## src/hw/rtl/upe_pkg.sv

```systemverilog
// ----------------------------------------------------------------------------
// upe_pkg
// Types, constants and helpers shared by the URI percent-encoder blocks.
// ----------------------------------------------------------------------------
package upe_pkg;

  localparam logic [7:0] ESCAPE_CHAR  = 8'h25;  // '%'
  localparam logic [7:0] TABLE_BASE   = 8'd32;
  localparam logic [7:0] TABLE_LIMIT  = 8'd128;
  localparam logic [3:0] MASK_RESET   = 4'hF;

  typedef struct packed {
    logic [7:0] byte_in;
    logic       final_byte;
  } upe_in_t;

  typedef struct packed {
    logic [7:0] byte_out;
    logic       run_last;
    logic       text_end;
  } upe_out_t;

  // Classified item handed from the front end to the back end.
  typedef struct packed {
    logic [7:0] code;
    logic       escape;
    logic       final_byte;
  } upe_entry_t;

  // Class bits for codes 32..127.
  localparam logic [3:0] CLASS_TABLE [0:95] = '{
    4'h0,4'h0,4'h0,4'h0,4'h0,4'h0,4'h0,4'h0,4'h0,4'h0,4'hF,4'hE,4'h0,4'hF,4'hF,4'hC,
    4'hF,4'hF,4'hF,4'hF,4'hF,4'hF,4'hF,4'hF,4'hF,4'hF,4'h8,4'h0,4'h0,4'h0,4'h0,4'h0,
    4'hF,4'hF,4'hF,4'hF,4'hF,4'hF,4'hF,4'hF,4'hF,4'hF,4'hF,4'hF,4'hF,4'hF,4'hF,4'hF,
    4'hF,4'hF,4'hF,4'hF,4'hF,4'hF,4'hF,4'hF,4'hF,4'hF,4'hF,4'h0,4'h0,4'h0,4'h0,4'hF,
    4'h0,4'hF,4'hF,4'hF,4'hF,4'hF,4'hF,4'hF,4'hF,4'hF,4'hF,4'hF,4'hF,4'hF,4'hF,4'hF,
    4'hF,4'hF,4'hF,4'hF,4'hF,4'hF,4'hF,4'hF,4'hF,4'hF,4'hF,4'h0,4'h0,4'h0,4'h0,4'h0
  };

  // Upper-case hex digit for one nibble.
  function automatic logic [7:0] hex_digit(input logic [3:0] nib);
    logic [7:0] d;
    if (nib < 4'd10) begin
      d = 8'h30 + {4'h0, nib};
    end else begin
      d = 8'h37 + {4'h0, nib};
    end
    return d;
  endfunction

endpackage

```

## src/hw/rtl/upe_front.sv

```systemverilog
// ----------------------------------------------------------------------------
// upe_front
// Input stage: accepts text bytes, looks up the class table and registers
// each byte with its escape decision.
// ----------------------------------------------------------------------------
module upe_front
  import upe_pkg::*;
(
  input  logic       clk,
  input  logic       rst_n,
  input  logic [3:0] class_mask,
  input  logic       in_valid,
  output logic       in_ready,
  input  upe_in_t    in_data,
  output logic       ent_valid,
  input  logic       ent_ready,
  output upe_entry_t ent_data
);

  logic       valid_r;
  logic       valid_nxt;
  upe_entry_t ent_r;
  upe_entry_t ent_nxt;
  logic       in_table;
  logic [6:0] tbl_idx;
  logic       passes;

  assign in_table = (in_data.byte_in >= TABLE_BASE) && (in_data.byte_in < TABLE_LIMIT);
  assign tbl_idx  = in_data.byte_in[6:0] - TABLE_BASE[6:0];
  assign passes   = in_table && ((CLASS_TABLE[tbl_idx] & class_mask) != 4'h0);

  assign in_ready = !valid_r || ent_ready;

  always_comb begin
    valid_nxt = valid_r;
    ent_nxt   = ent_r;
    if (in_ready) begin
      valid_nxt          = in_valid;
      ent_nxt.code       = in_data.byte_in;
      ent_nxt.escape     = !passes;
      ent_nxt.final_byte = in_data.final_byte;
    end
  end

  always_ff @(posedge clk) begin
    if (!rst_n) begin
      valid_r <= 1'b0;
    end else begin
      valid_r <= valid_nxt;
    end
  end

  always_ff @(posedge clk) begin
    ent_r <= ent_nxt;
  end

  assign ent_valid = valid_r;
  assign ent_data  = ent_r;

endmodule

```

## src/hw/rtl/upe_queue.sv

```systemverilog
// ----------------------------------------------------------------------------
// upe_queue
// Small flop-based FIFO of classified bytes between front and back end.
// ----------------------------------------------------------------------------
module upe_queue
  import upe_pkg::*;
#(
  parameter int DEPTH = 2
) (
  input  logic       clk,
  input  logic       rst_n,
  input  logic       wr_valid,
  output logic       wr_ready,
  input  upe_entry_t wr_data,
  output logic       rd_valid,
  input  logic       rd_ready,
  output upe_entry_t rd_data
);

  localparam int PW = (DEPTH > 1) ? $clog2(DEPTH) : 1;
  localparam int CW = $clog2(DEPTH + 1);
  localparam logic [PW-1:0] LAST_PTR = PW'(DEPTH - 1);
  localparam logic [CW-1:0] FULL_CNT = CW'(DEPTH);

  upe_entry_t    mem_r [DEPTH];
  logic [PW-1:0] wr_ptr_r;
  logic [PW-1:0] wr_ptr_nxt;
  logic [PW-1:0] rd_ptr_r;
  logic [PW-1:0] rd_ptr_nxt;
  logic [CW-1:0] count_r;
  logic [CW-1:0] count_nxt;
  logic          push;
  logic          pop;

  assign wr_ready = (count_r != FULL_CNT);
  assign rd_valid = (count_r != '0);
  assign rd_data  = mem_r[rd_ptr_r];
  assign push     = wr_valid && wr_ready;
  assign pop      = rd_valid && rd_ready;

  always_comb begin
    wr_ptr_nxt = wr_ptr_r;
    rd_ptr_nxt = rd_ptr_r;
    count_nxt  = count_r;
    if (push) begin
      wr_ptr_nxt = (wr_ptr_r == LAST_PTR) ? '0 : wr_ptr_r + 1'b1;
    end
    if (pop) begin
      rd_ptr_nxt = (rd_ptr_r == LAST_PTR) ? '0 : rd_ptr_r + 1'b1;
    end
    case ({push, pop})
      2'b10:   count_nxt = count_r + 1'b1;
      2'b01:   count_nxt = count_r - 1'b1;
      default: count_nxt = count_r;
    endcase
  end

  always_ff @(posedge clk) begin
    if (!rst_n) begin
      wr_ptr_r <= '0;
      rd_ptr_r <= '0;
      count_r  <= '0;
    end else begin
      wr_ptr_r <= wr_ptr_nxt;
      rd_ptr_r <= rd_ptr_nxt;
      count_r  <= count_nxt;
    end
  end

  always_ff @(posedge clk) begin
    if (push) begin
      mem_r[wr_ptr_r] <= wr_data;
    end
  end

endmodule

```

## src/hw/rtl/upe_back.sv

```systemverilog
// ----------------------------------------------------------------------------
// upe_back
// Output stage: expands each queued byte into one passed beat or the
// three-beat escape '%', high digit, low digit, into an output register.
// ----------------------------------------------------------------------------
module upe_back
  import upe_pkg::*;
(
  input  logic       clk,
  input  logic       rst_n,
  input  logic       ent_valid,
  output logic       ent_ready,
  input  upe_entry_t ent_data,
  output logic       out_valid,
  input  logic       out_ready,
  output upe_out_t   out_data
);

  localparam logic [1:0] PH_PCT = 2'd0;
  localparam logic [1:0] PH_HI  = 2'd1;
  localparam logic [1:0] PH_LO  = 2'd2;

  logic       out_valid_r;
  logic       out_valid_nxt;
  upe_out_t   out_data_r;
  upe_out_t   out_data_nxt;
  logic [1:0] phase_r;
  logic [1:0] phase_nxt;
  logic       load;
  upe_out_t   beat;
  logic       beat_last;

  assign load = ent_valid && (!out_valid_r || out_ready);

  always_comb begin
    beat      = '0;
    beat_last = 1'b1;
    if (!ent_data.escape) begin
      beat.byte_out = ent_data.code;
    end else begin
      case (phase_r)
        PH_PCT: begin
          beat.byte_out = ESCAPE_CHAR;
          beat_last     = 1'b0;
        end
        PH_HI: begin
          beat.byte_out = hex_digit(ent_data.code[7:4]);
          beat_last     = 1'b0;
        end
        default: begin
          beat.byte_out = hex_digit(ent_data.code[3:0]);
        end
      endcase
    end
    beat.run_last = beat_last;
    beat.text_end = beat_last && ent_data.final_byte;
  end

  // Pop the queue on the last beat of a byte.
  assign ent_ready = load && beat_last;

  always_comb begin
    out_valid_nxt = out_valid_r;
    out_data_nxt  = out_data_r;
    phase_nxt     = phase_r;
    if (out_valid_r && out_ready) begin
      out_valid_nxt = 1'b0;
    end
    if (load) begin
      out_valid_nxt = 1'b1;
      out_data_nxt  = beat;
      case (phase_r)
        PH_PCT:  phase_nxt = beat_last ? PH_PCT : PH_HI;
        PH_HI:   phase_nxt = PH_LO;
        default: phase_nxt = PH_PCT;
      endcase
    end
  end

  always_ff @(posedge clk) begin
    if (!rst_n) begin
      out_valid_r <= 1'b0;
      phase_r     <= PH_PCT;
    end else begin
      out_valid_r <= out_valid_nxt;
      phase_r     <= phase_nxt;
    end
  end

  always_ff @(posedge clk) begin
    out_data_r <= out_data_nxt;
  end

  assign out_valid = out_valid_r;
  assign out_data  = out_data_r;

endmodule

```

## src/hw/rtl/uri_percent_encoder_core.sv

```systemverilog
// ----------------------------------------------------------------------------
// uri_percent_encoder_core
// URI percent-escaping of a byte stream, one text byte per input beat.
//
//   channel | direction | handshake           | payload
//   --------+-----------+---------------------+---------------------------
//   in_     | input     | in_valid/in_ready   | upe_in_t  (byte, final)
//   out_    | output    | out_valid/out_ready | upe_out_t (byte, last, end)
//   cfg_    | input     | cfg_wr_en           | class mask, 4 bits
//
// A passed byte takes one output beat, an escaped byte three; the output port
// at one beat per cycle while out_ready is high sets the sustained rate. An
// input beat passes the input register, the queue and the output register.
// Reset is synchronous, active low; the mask resets to 0xF. The queue lets
// the input keep flowing while the output expands or stalls.
// ----------------------------------------------------------------------------
module uri_percent_encoder_core
  import upe_pkg::*;
#(
  parameter int QUEUE_DEPTH = 2
) (
  input  logic       clk,
  input  logic       rst_n,
  input  logic       in_valid,
  output logic       in_ready,
  input  upe_in_t    in_data,
  output logic       out_valid,
  input  logic       out_ready,
  output upe_out_t   out_data,
  input  logic       cfg_wr_en,
  input  logic [3:0] cfg_wr_data
);

  logic [3:0] class_mask_r;
  logic [3:0] class_mask_nxt;
  logic       fq_valid;
  logic       fq_ready;
  upe_entry_t fq_data;
  logic       qb_valid;
  logic       qb_ready;
  upe_entry_t qb_data;

  assign class_mask_nxt = cfg_wr_en ? cfg_wr_data : class_mask_r;

  always_ff @(posedge clk) begin
    if (!rst_n) begin
      class_mask_r <= MASK_RESET;
    end else begin
      class_mask_r <= class_mask_nxt;
    end
  end

  upe_front u_front (
    .clk        (clk),
    .rst_n      (rst_n),
    .class_mask (class_mask_r),
    .in_valid   (in_valid),
    .in_ready   (in_ready),
    .in_data    (in_data),
    .ent_valid  (fq_valid),
    .ent_ready  (fq_ready),
    .ent_data   (fq_data)
  );

  upe_queue #(
    .DEPTH (QUEUE_DEPTH)
  ) u_queue (
    .clk      (clk),
    .rst_n    (rst_n),
    .wr_valid (fq_valid),
    .wr_ready (fq_ready),
    .wr_data  (fq_data),
    .rd_valid (qb_valid),
    .rd_ready (qb_ready),
    .rd_data  (qb_data)
  );

  upe_back u_back (
    .clk       (clk),
    .rst_n     (rst_n),
    .ent_valid (qb_valid),
    .ent_ready (qb_ready),
    .ent_data  (qb_data),
    .out_valid (out_valid),
    .out_ready (out_ready),
    .out_data  (out_data)
  );

endmodule
```

## config.mk

```make
export PLATFORM = sky130hd
export DESIGN_NAME = uri_percent_encoder_core
export DESIGN_NICKNAME = d
export VERILOG_FILES = /design/src/hw/rtl/upe_pkg.sv /design/src/hw/rtl/upe_front.sv /design/src/hw/rtl/upe_queue.sv /design/src/hw/rtl/upe_back.sv /design/src/hw/rtl/uri_percent_encoder_core.sv
export SDC_FILE = /design/constraint.sdc
export NUM_CORES = 1
export LEC_CHECK = 0
export BUFFER_PORTS_ARGS = -buffer_cell sky130_fd_sc_hd__buf_2
export CORE_UTILIZATION = 30
export CTS_CLUSTER_DIAMETER = 40
export DETAILED_ROUTE_END_ITERATION = 6
export PLACE_DENSITY = 0.56
export SYNTH_ARGS = -nofsm -noshare
export SYNTH_HDL_FRONTEND = slang
export SYNTH_SLANG_ARGS = --single-unit
```

## constraint.sdc

```tcl
create_clock -name clk -period 3.71 [get_ports clk]
set_clock_uncertainty 0.2 [all_clocks]
set_input_delay 0.5565 -clock clk [delete_from_list [all_inputs] [get_ports clk]]
set_output_delay 0.5565 -clock clk [all_outputs]
set_load 0.02 [all_outputs]
```

### Yosys cells after proc, flatten, opt, wreduce, memory -nomap -nowiden

Memory sizes are Yosys's and may differ from the RTL's. A register that Yosys moved wholly into a read port is not among the register bits.
Cells that the tools add are included.

* register bits: 32
* ROM bits: 512
* memories kept: 2
* bits in latches: 0
* bits of input ports: 18
* output and inout port bits: 12
* word-level logic and storage cells: 73
* memory bits (writable): 20

Memories
* (no name shown): depth 128, bits a word 4, read ports 1, clocked after Yosys merged registers in 0, write ports 0, RTL line upe_front.sv:30 `assign passes = in_table && ((CLASS_TABLE[tbl_idx] & class_mask) != 4'h0);`
* u_queue.mem_r: depth 2, bits a word 10, read ports 1, clocked after Yosys merged registers in 1, write ports 1, RTL line upe_queue.sv:25 `upe_entry_t mem_r [DEPTH];`

* $lt $le $gt $ge: 5
* bitwise gates (word level): 2
* divide/modulo/power cells: 0
* multiply operators: 0
* eq/ne operators: 4
* shifts and indexed selects: 0
* reduce and logical (&&, ||, !) cells: 19
* multiplexer cells: 19
* add/subtract/negate cells: 9

Operators with widths (number)
* adder 6 x 4 -> 7 bit (first input constant): 4
* two-way mux 8 bit: 3
* case mux 8 bit (2 select lines): 1
* two-way mux 1 bit: 11
* >= comparator 8 x 6 -> 1 bit (second input constant): 1
* >= comparator 8 bit (second input constant): 1
* logical AND 1 bit: 8
* less-than comparator 4 bit (second input constant): 2
* less-than comparator 8 bit (second input constant): 1
* two-way mux 4 bit: 2
* inverter 7 -> 8 bit: 1
* case mux 2 bit (2 select lines): 2
* subtractor 7 x 6 -> 7 bit (second input constant): 1
* nonzero test 2 bit: 3
* AND 4 bit: 1
* == test 2 x 1 -> 1 bit (second input constant): 2
* nonzero test 4 bit: 1
* logical NOT 1 bit: 3
* adder 1 bit (second input constant): 2
* adder 2 x 1 -> 2 bit (second input constant): 1
* == test 2 bit (second input constant): 1
* logical NOT 2 bit: 1
* logical OR 1 bit: 2
* != test 2 bit (second input constant): 1
* other kinds (2): 2

### Longest topological paths before layout

* depth in word-level cells: 9
* mapped depth: 8
* depth with buffers taken out: 8

### Cells and area by module

A second synthesis with hierarchy kept.

* cells, all modules: 194
* area total of the unflattened synthesis: 2411.1 um2

Modules (own cells, without submodules)
* upe_queue: area each 944.7 um2, cells each 56, times used 1
* upe_back: area each 772.0 um2, cells each 80, times used 1
* upe_front: area each 554.3 um2, cells each 45, times used 1
* uri_percent_encoder_core: area each 140.1 um2, cells each 13, times used 1

### Worst setup path after synthesis

Ideal clock, no wire load.

* path type: in2reg
* start point: in out_ready
* end point: reg u_queue.count_r[1]
* stages on the path: 6
* path slack: 1.632 ns
* data required time: 3.434 ns
* path buffers: 0
* library setup time: 0.076 ns
* data arrival time: 1.803 ns
* path through: nor2b_1 > o21bai_1 > nor2_2 > ha_1 > or3_1 > a21boi_0

* word-level cells in the longest chain between the ends: 6

Ends and longest elaborated chain
* start: declaration: RTL line uri_percent_encoder_core.sv:28 `input logic out_ready,`
* logical OR 1 bit (*): RTL line upe_back.sv:33 `assign load = ent_valid && (!out_valid_r || out_ready);`
* logical AND 1 bit (*): RTL line upe_back.sv:33
* logical AND 1 bit (*): RTL line upe_back.sv:60 `assign ent_ready = load && beat_last;`
* logical AND 1 bit (*): RTL line upe_queue.sv:39 `assign pop = rd_valid && rd_ready;`
* net u_queue.pop: RTL line upe_queue.sv:33 `logic pop;`
* == test 2 x 1 -> 1 bit or == test 2 bit (tied branches): RTL line upe_queue.sv:51 `case ({push, pop})`
* case mux 2 bit (2 select lines) or nonzero test 2 bit (tied branches)
* end signal: assignment: RTL line upe_queue.sv:66 `count_r <= count_nxt;`
* end: declaration: RTL line upe_queue.sv:30 `logic [CW-1:0] count_r;`

Mark *: on every way through the listed nets, which the timed path passes. The rest lies on a longest branch.
A chain may end at the register's enable or synchronous reset.

==> impl_metrics.py <==
metrics = {
    "status": {
        "status": "finished, final reports clean",
    },
    "clock_tree": {
        "clockBufferDepth": 2,
        "cts_root_buf": "clkbuf_8",
        "clk_latency_ps": 310,
        "holdBufCountCts": 0,
        "cts_tree": "built",
        "clock-sinks": 53,
        "htreeDepth": 2,
        "cts_made_buffers": 5,
        "postCtsSetupBuffers": 0,
        "path_clk_slew_ps": 100,
        "cts_resized": 0,
    },
    "worst_setup_path": {
        "rrSetupSlack_ps": 1160,
        "cp_data_arrival_time_ps": 2400,
        "end_kind": "register",
        "crit_path_start_kind": "register",
        "r2r_cells": 8,
        "cp_max_fo": 9,
        "setup.worst_path.class": "register to register",
        "worstReg2RegEnd": "u_back.out_data[8]",
        "worstPathRequired_ps": 3560,
    },
    "routing": {
        "wirelength_mm": 4.00,
        "dr.pass1.iters": 4,
        "first_iter_violations": 43,
        "avgRoutedWirePerCell_um": 12.1,
        "ant_nets": 0,
        "via_per_inst": 4.64,
        "drcViolationCount": 0,
        "vias": 1541,
    },
    "floorplan": {
        "fp-row-count": 33,
        "pin_count": 30,
        "die_w_um": 94.0,
        "die_area_mm2": 0.00883,
        "core_mm2": 0.00822,
        "initial_utilization_pct": 30.9,
        "die_y_um": 94.0,
    },
    "timing": {
        "hold_ws_ps": 218,
        "max-slew-margin-rel_pct": 43.2,
        "rsz0062_at_grt": "false",
        "post-route-period-util_pct": 68.7,
        "timing.final.max_slew_violations": 0,
        "setup_viol": 0,
        "fmax_mhz": 392,
        "hold_viol": 0,
        "tns_ps": 0,
        "worst_slew_pin_slew_ps": 848,
        "min_period_ps": 2550,
    },
    "finish": {
        "layout-drive-gt1-share_pct": 24.7,
        "fin_area_mm2": 0.00288,
        "instances_no_fill": 332,
        "areaGrowthSynthToFinish_pct": 13.3,
        "mostFrequentLayoutCell": "edfxtp_1",
        "mostFrequentLayoutCells": "edfxtp_1 (40), buf_2 (29), nand2_1 (15), dfxtp_1 (13)",
        "antenna_cells": 0,
        "fillCellCount": 791,
        "num-nets-final": 252,
    },
    "placed_design": {
        "dpl_cell_area_mm2": 0.00277,
        "io_buffer_count": 29,
        "place.gp.congestion": 0.779,
        "dp_hpwl_mm": 3.03,
        "dp_cells": 324,
    },
    "worst_hold_path": {
        "hold_class": "input pin to register",
        "hold_path_depth": 1,
        "hold_start": "in_data[0]",
        "holdPathEnd": "u_front.ent_data[0]",
    },
    "global_routing": {
        "grt_pass1_wl_mm": 6.62,
        "antenna_found_initial": 0,
        "grt_max_degree": 17,
        "grt_pass1_vias": 1440,
        "track_usage_pct": 9.83,
        "grt_overflow": 0,
    },
    "pwr": {
        "p_per_area_mw_per_mm2": 631,
        "ir_drop_mv": 0.163,
        "leakage_uw": 0.00106,
        "power_uw": 1820,
    },
    "synth": {
        "ys.flop_type": "edfxtp_1",
        "synth_warnings": 0,
        "synth_edf_count": 40,
        "synth_seq_cells": 53,
        "async_flop_share_pct": 0,
        "ys_types": 51,
        "synth_area_per_cell_um2": 13.0,
        "synth_nets": 221,
        "yosysSeqAreaShare_pct": 57.6,
        "netlist_instances": 195,
        "netlist_area_mm2": 0.00254,
    },
    "job": {
        "drv_cap": 0,
    },
}
[stage by stage]
| step | worst slack [ps] | utilization [%] |
|---|---|---|
| global placement | 1210 | 33.7 |
| CTS | 1150 | 35.0 |
| finish | 1160 | 35.0 |
| detailed placement | 1150 | 33.7 |
| global route | 962 | 35.0 |
| floorplan | 1630 | - |
[where the power goes]
group | total, uW | switching, uW | internal (uW)
Clock | 387 | 184 | 203
Combinational | 575 | 324 | 251
Sequential | 854 | 74.1 | 780
Total | 1820 | 582 | 1230
[worst max-delay path, stage by stage, from the launching register on]
cell      delay [ps]
dfxtp_1          740
buf_4            300
mux2_2           390
inv_1             60
ha_1             190
nand2_1           70
nand3_1          100
a21boi_0         180
a21oi_1           50
[registers in the layout, indices dropped and copies added, names as in the netlist, named ones only]
| name | count |
|---|---|
| class_mask_r | 4 |
| u_queue.mem_r | 20 |
| u_front.ent_data | 10 |
| u_back.out_data | 10 |
| u_queue.count_r | 2 |
| u_back.phase_r | 2 |
| u_queue.rd_ptr_r | 1 |
| u_front.ent_valid | 1 |
| u_back.out_valid | 1 |
| u_queue.wr_ptr_r | 1 |
[cell families after synthesis]
group / synth area share, %
buf+inv: 3.45
fa+ha+maj: 3.94
flops: 57.6
simple gates: 11.3
xor+xnor: 1.38
mux: 9.71
compound gates: 12.7
[metal layers]
layer / part of all wire [%] / wire (um) / track usage, % / vias to the layer above
li1: - / - / - / 783
met1: 48 / 1930 / 12.4 / 711
met2: 45 / 1810 / 15.6 / 41
met3: 5.1 / 203 / 2.83 / 6
met4: 1.5 / 62 / 4.23 / 0
met5: 0 / 0 / 0 / -
[synthesized netlist by cell type, types with 3 or more instances]
cell | instances | share of area, %
mux2i_1 | 9 | 3.5
nor2_1 | 9 | 1.3
dfxtp_1 | 13 | 10
inv_1 | 8 | 1.2
nand2_1 | 15 | 2.2
o21ai_0 | 10 | 2.0
and2_1 | 4 | 0.99
a21oi_1 | 10 | 2.0
nand3_1 | 4 | 0.79
a21boi_0 | 3 | 0.89
nor2_2 | 3 | 0.74
a31oi_1 | 4 | 0.99
edfxtp_1 | 40 | 47
xnor2_1 | 3 | 1.0
nor2b_1 | 5 | 1.2
mux2i_4 | 4 | 3.5
ha_1 | 8 | 3.9
[worst max path at each step]
stage	endpoint	slack, ps	start	depth (start not counted)
after global routing	u_back.out_data[4]	960	register	6
after floorplan	u_queue.count_r[1]	1630	out_ready	6
after detailed placement	u_back.out_data[8]	1150	register	8
after CTS	u_back.out_data[8]	1150	register	8
final	u_back.out_data[8]	1160	register	8
after global placement	u_back.out_data[8]	1210	register	8
[layout make-up]
type	count	area, um^2	area share, %
flip-flops and latches	53	1460	50.8
multi-input cells	128	990	34.4
repair buffers	30	153	5.31
well taps	105	131	4.57
clock buffers	6	72.6	2.52
clock inverters	2	38.8	1.35
inverters	8	30.0	1.04
No activity file was read; power rests on OpenSTA's default activity.
